### src/rtl/edb_pkg.sv
// ============================================================================
// Expression DAG builder package
// Shared sizes, codes and the command and status groups between the
// controller and the datapath of the expression DAG builder.
// ============================================================================
package edb_pkg;

   // Storage sizes.
   localparam int TABLE_DEPTH = 128;
   localparam int STACK_DEPTH = 64;

   // Derived widths.
   localparam int IDX_W     = $clog2(TABLE_DEPTH);
   localparam int CNT_W     = $clog2(TABLE_DEPTH + 1);
   localparam int SIDX_W    = (STACK_DEPTH > 1) ? $clog2(STACK_DEPTH) : 1;
   localparam int SDEP_W    = $clog2(STACK_DEPTH + 1);
   localparam int CHAR_W    = 8;
   localparam int NODE_ID_W = 7;
   localparam int ERR_W     = 2;

   // Characters with a fixed meaning.
   localparam logic [CHAR_W-1:0] CH_OPEN  = 8'h28;
   localparam logic [CHAR_W-1:0] CH_SPACE = 8'h20;

   // Error codes on the result word.
   typedef enum logic [ERR_W-1:0] {
      ERR_NONE           = 2'd0,
      ERR_TABLE_FULL     = 2'd1,
      ERR_STACK_OVERFLOW = 2'd2,
      ERR_AFTER_DONE     = 2'd3
   } err_type;

   // What an open frame waits for next.
   typedef enum logic [1:0] {
      PH_LEFT  = 2'd0,
      PH_OPER  = 2'd1,
      PH_RIGHT = 2'd2,
      PH_CLOSE = 2'd3
   } phase_type;

   // One entry of the frame stack.
   typedef struct packed {
      logic [IDX_W-1:0]  left;
      logic [CHAR_W-1:0] oper;
      phase_type         phase;
   } frame_type;

   // One node key of the value-numbering table.
   typedef struct packed {
      logic              leaf;
      logic [CHAR_W-1:0] oper;
      logic [IDX_W-1:0]  left;
      logic [IDX_W-1:0]  right;
      logic [CHAR_W-1:0] chr;
   } key_type;

   // How the current character is handled.
   typedef enum logic [1:0] {
      DEC_OPER  = 2'd0,
      DEC_CLOSE = 2'd1,
      DEC_OPEN  = 2'd2,
      DEC_LEAF  = 2'd3
   } dec_type;

   // Commands from the controller to the datapath.
   typedef struct packed {
      logic accept;
      logic frame_read;
      logic decide;
      logic scan;
      logic link;
      logic emit;
   } cmd_type;

   // Status from the datapath to the controller.
   typedef struct packed {
      logic after_done;
      logic lookup;
      logic hit;
      logic miss;
      logic full;
      logic rsp_busy;
   } status_type;

endpackage

### src/rtl/edb_ctrl.sv
// ============================================================================
// Expression DAG builder controller
// Sequences one input word through frame fetch, decode, and for a lookup a table
// scan and frame update, then result hand-off, by issuing commands to the datapath.
// ============================================================================
module edb_ctrl (
   input  logic                clock,
   input  logic                reset,
   input  logic                req_valid,
   output logic                req_ready,
   input  edb_pkg::status_type status,
   output edb_pkg::cmd_type    cmd
);

   typedef enum logic [2:0] {
      ST_IDLE,
      ST_FETCH,
      ST_DECIDE,
      ST_SCAN,
      ST_LINK_RD,
      ST_LINK,
      ST_EMIT
   } state_type;

   state_type state_ff;

   // A new word is taken only between items.
   assign req_ready = (state_ff == ST_IDLE);

   // Commands follow from the state, gated by the request and result handshakes.
   always_comb begin
      cmd            = '0;
      cmd.accept     = (state_ff == ST_IDLE) && req_valid;
      cmd.frame_read = (state_ff == ST_FETCH) || (state_ff == ST_LINK_RD);
      cmd.decide     = (state_ff == ST_DECIDE);
      cmd.scan       = (state_ff == ST_SCAN);
      cmd.link       = (state_ff == ST_LINK);
      cmd.emit       = (state_ff == ST_EMIT) && !status.rsp_busy;
   end

   // State register.
   always_ff @(posedge clock) begin
      if (reset) begin
         state_ff <= ST_IDLE;
      end else begin
         case (state_ff)
            ST_IDLE: begin
               if (req_valid) begin
                  state_ff <= status.after_done ? ST_EMIT : ST_FETCH;
               end
            end
            ST_FETCH: begin
               state_ff <= ST_DECIDE;
            end
            ST_DECIDE: begin
               state_ff <= status.lookup ? ST_SCAN : ST_EMIT;
            end
            ST_SCAN: begin
               if (status.hit) begin
                  state_ff <= ST_LINK_RD;
               end else if (status.miss) begin
                  state_ff <= status.full ? ST_EMIT : ST_LINK_RD;
               end
            end
            ST_LINK_RD: begin
               state_ff <= ST_LINK;
            end
            ST_LINK: begin
               state_ff <= ST_EMIT;
            end
            ST_EMIT: begin
               if (!status.rsp_busy) begin
                  state_ff <= ST_IDLE;
               end
            end
            default: begin
               state_ff <= ST_IDLE;
            end
         endcase
      end
   end

endmodule

### config.mk
export PLATFORM = sky130hd
export DESIGN_NAME = edb_ctrl
export DESIGN_NICKNAME = d
export VERILOG_FILES = /design/src/rtl/edb_pkg.sv /design/src/rtl/edb_ctrl.sv
export SDC_FILE = /design/constraint.sdc
export NUM_CORES = 1
export LEC_CHECK = 0
export BUFFER_PORTS_ARGS = -buffer_cell sky130_fd_sc_hd__buf_2
export CORE_AREA = 8 8 45 47
export DETAILED_ROUTE_END_ITERATION = 10
export DIE_AREA = 0 0 53 55
export GPL_TIMING_DRIVEN = 0
export SLEW_MARGIN = 10
export SYNTH_ARGS = -nofsm -noshare
export SYNTH_HDL_FRONTEND = slang
export SYNTH_SLANG_ARGS = --single-unit
export TNS_END_PERCENT = 100
### constraint.sdc
create_clock -name clock -period 1.1 [get_ports clock]
set_clock_uncertainty 0.15 [all_clocks]
set_input_delay 0.11 -clock clock [delete_from_list [all_inputs] [get_ports clock]]
set_output_delay 0.11 -clock clock [all_outputs]
set_load 0.02 [all_outputs]
==> load_flow_metrics.sql <==
INSERT INTO impl_metrics (metric_group, metric, value, unit) VALUES
('outcome', 'run_status', 'finished with violations', ''),
('outcome', 'failed_checks', 'setup timing', ''),
('hold_path', 'min_path_type', 'in -> reg', ''),
('worst_setup_path', 'critical_path_required', '0.84', 'ns'),
('floorplanning', 'core-area', '1380', 'sq um'),
('worst_setup_path', 'worstSetupStartpointType', 'flop', ''),
('drt', 'ant_nets', '0', ''),
('grt', 'groute.usage.overall', '7.27', '%'),
('timing', 'timing.max_slew.rel_slack', '79.6', '%'),
('finish', 'layout_commonest_cell', 'sky130_fd_sc_hd__buf_4', ''),
('grt', 'grt_antenna_before_repair', '0', ''),
('drt', 'drt_first_iter_violations', '12', ''),
('drt', 'routed_via_density', '4.64', ''),
('finish', 'nFillCells', '136', ''),
('worst_setup_path', 'reg2reg_from', 'state_ff[2]$_SDFFE_PP0P_', ''),
('power', 'irDropWorstVdd', '1.13', 'mV'),
('timing', 'hold_viol', '0', ''),
('drt', 'vias', '394', ''),
('timing', 'max_slew.worst_pin.slew', '0.301', 'ns'),
('timing', 'fin_ws', '-0.332', 'ns'),
('cts', 'tritoncts', 'built', ''),
('power', 'post-layout-total-power', '0.00118', 'W'),
('finish', 'most_frequent_cells_in_the_layout', 'sky130_fd_sc_hd__buf_4, sky130_fd_sc_hd__buf_2, sky130_fd_sc_hd__buf_6, sky130_fd_sc_hd__clkbuf_4', ''),
('logic_synthesis', 'ys_seq_area_share', '20.0', '%'),
('timing', 'finalSetupViolations', '10', ''),
('timing', 'fin_crit_sh', '130', '%'),
('logic_synthesis', 'synth_warn', '0', ''),
('hold_path', 'hold_start', 'status[3]', ''),
('cts', 'tritoncts.num_buffers', '3', ''),
('floorplanning', 'die_h', '55', 'um'),
('worst_setup_path', 'worst_setup_path_type', 'reg -> out', ''),
('cts', 'tritoncts_num_sinks', '3', ''),
('logic_synthesis', 'synth_nets', '48', ''),
('cts', 'ctsRootBufferMaster', 'sky130_fd_sc_hd__clkbuf_4', ''),
('logic_synthesis', 'synthesis.area', '300', 'sq um'),
('drt', 'drc_errors', '0', ''),
('cts', 'path_clk_slew', '0.03', 'ns'),
('worst_setup_path', 'critical_path_s_top_delay_family', 'buffers and inverters', ''),
('logic_synthesis', 'synth.distinct_cells', '27', ''),
('timing', 'timing_max_transition_violations_final', '0', ''),
('cts', 'total_number_of_h_tree_levels', '1', ''),
('finish', 'fin_nets', '79', ''),
('run', 'max_cap_violations', '0', ''),
('power', 'p_per_area', '1780', 'nW/um^2'),
('drt', 'drt_first_pass_iters', '4', ''),
('logic_synthesis', 'ys_ff_latch', '3', ''),
('drt', 'finalWirelength', '1020', 'um'),
('logic_synthesis', 'netlist_instances', '39', ''),
('worst_setup_path', 'cell_depth_of_the_worst_flop_to_flop_path', '5', ''),
('finish', 'largest_register_ff_count', '3', ''),
('worst_setup_path', 'timing.critical_path.buf_inv', '3', ''),
('timing', 'worst_hold_slack', '0.0237', 'ns'),
('finish', 'syn_to_final_growth', '120', '%'),
('cts', 'cts_buffer_depth', '2', ''),
('drt', 'routed_wire_length_per_instance', '12.0', 'um'),
('worst_setup_path', 'critical_path.max_fanout', '6', ''),
('grt', 'maximum_number_of_pins_on_one_net_before_global_route_repair', '11', ''),
('finish', 'fin_util', '47.7', '%'),
('floorplanning', 'num_io_pins', '16', ''),
('worst_setup_path', 'crit_chain', 'buf_8 > buf_4 > nor3b_2 > buf_4', ''),
('placement', 'place_congestion', '0.796', ''),
('placement', 'portBuffers', '15', ''),
('worst_setup_path', 'worst_r2r_endpoint', 'state_ff[2]$_SDFFE_PP0P_', ''),
('floorplanning', 'initial_core_util', '21.7', '%'),
('placement', 'pre_cts_slack', '-0.176', 'ns'),
('finish', 'antenna_cells', '0', ''),
('placement', 'hpwlAfterDp', '650', 'um'),
('floorplanning', 'fp.dieW', '53', 'um'),
('logic_synthesis', 'syn_area_cell', '7.70', 'sq um'),
('timing', 'maxClockFrequency', '698', 'MHz'),
('finish', 'max_flop_register', 'state_ff', '');
worst max-delay path by stage:
stage,cells after the start,to,slack [ns]
final,4,cmd[3],-0.33
after detailed placement,4,state_ff[2]$_SDFFE_PP0P_,-0.18
after floorplan,4,state_ff[2]$_SDFFE_PP0P_,-0.11
after global placement,4,state_ff[2]$_SDFFE_PP0P_,-0.17
after global routing,3,cmd[0],-0.42
after CTS,3,cmd[0],-0.34
repair_timing:
action	in CTS	in global routing
setup endpoints to repair	10	10
buffers inserted	5	4
hold buffers	2	0
endpoints found under the hold margin	3	0
resized for setup	22	8
pin swaps	7	5
routing by layer:
metal  global-route usage (%)  share of wire (%)
met1                     7.91                 44
met2                     11.7                 50
met3                     3.21                5.7
met4                     3.88                  0
met5                        0                  0
cells by family after synthesis:
kind of cell / Yosys count / share of synthesized area, %
AO/OA/AOI/OAI: 9 / 23.3
XOR/XNOR: 1 / 2.92
buffers and inverters: 5 / 9.16
flip-flops: 3 / 20.0
AND/OR/NAND/NOR: 21 / 44.6
tightest hold or removal path, cell delays in order:
cell	delay, ns
sky130_fd_sc_hd__buf_2	0.10
sky130_fd_sc_hd__nor3_1	0.05
sky130_fd_sc_hd__nand2_1	0.05
sky130_fd_sc_hd__nand2_1	0.04
synthesized netlist by cell type:
cell | number | share of area (%)
sky130_fd_sc_hd__o21ai_0 | 2 | 3.3
sky130_fd_sc_hd__and2_1 | 1 | 2.1
sky130_fd_sc_hd__buf_2 | 1 | 1.7
sky130_fd_sc_hd__a211oi_1 | 2 | 5.0
sky130_fd_sc_hd__and4bb_1 | 1 | 4.2
sky130_fd_sc_hd__and3_1 | 2 | 4.2
sky130_fd_sc_hd__buf_4 | 1 | 2.5
sky130_fd_sc_hd__nand4b_1 | 1 | 2.9
sky130_fd_sc_hd__nor4bb_1 | 1 | 3.3
sky130_fd_sc_hd__o311ai_1 | 1 | 2.9
sky130_fd_sc_hd__a221oi_2 | 1 | 5.0
sky130_fd_sc_hd__nand2_1 | 3 | 3.7
sky130_fd_sc_hd__nor3_1 | 1 | 1.7
sky130_fd_sc_hd__a21oi_1 | 1 | 1.7
sky130_fd_sc_hd__nor2b_1 | 3 | 6.3
sky130_fd_sc_hd__inv_2 | 1 | 1.2
sky130_fd_sc_hd__a21oi_2 | 1 | 2.9
sky130_fd_sc_hd__o211ai_1 | 1 | 2.5
sky130_fd_sc_hd__nor3b_1 | 1 | 2.5
sky130_fd_sc_hd__and2b_2 | 1 | 2.9
sky130_fd_sc_hd__clkbuf_4 | 1 | 2.5
sky130_fd_sc_hd__xnor2_1 | 1 | 2.9
sky130_fd_sc_hd__inv_1 | 1 | 1.2
sky130_fd_sc_hd__nor3_2 | 1 | 3.3
sky130_fd_sc_hd__and2b_1 | 1 | 2.5
sky130_fd_sc_hd__dfxtp_1 | 3 | 20
sky130_fd_sc_hd__nor2_1 | 4 | 5.0
per-stage QoR:
| step | setup TNS (ns) | area, sq um | cells |
|---|---|---|---|
| final | -2.38 | 661 | 85 |
| after global routing | -2.97 | 661 | 85 |
| after CTS | -2.37 | 598 | 81 |
| after detailed placement | -0.991 | 438 | 70 |
| after global placement | -0.943 | 438 | 70 |
| after floorplan | -0.401 | 343 | 39 |
layout make-up:
class / instances / area (sq um) / share of cell area, %
Buffer: 3 / 41.3 / 6.25
Multi-Input combinational cell: 31 / 298 / 45.1
Clock buffer: 4 / 26.3 / 3.98
Sequential cell: 3 / 68.8 / 10.4
Timing Repair Buffer: 26 / 199 / 30.1
Tap cell: 16 / 20.0 / 3.03
Inverter: 2 / 7.51 / 1.14
power by group:
group	leakage [nW]	internal, W	switching, W
combinational	0.250	0.000439	0.000354
sequential	0.0264	0.000145	0.0000452
clock	0.0150	0.000136	0.0000552
total	0.291	0.000720	0.000455
(Power assumes the default switching activity.)
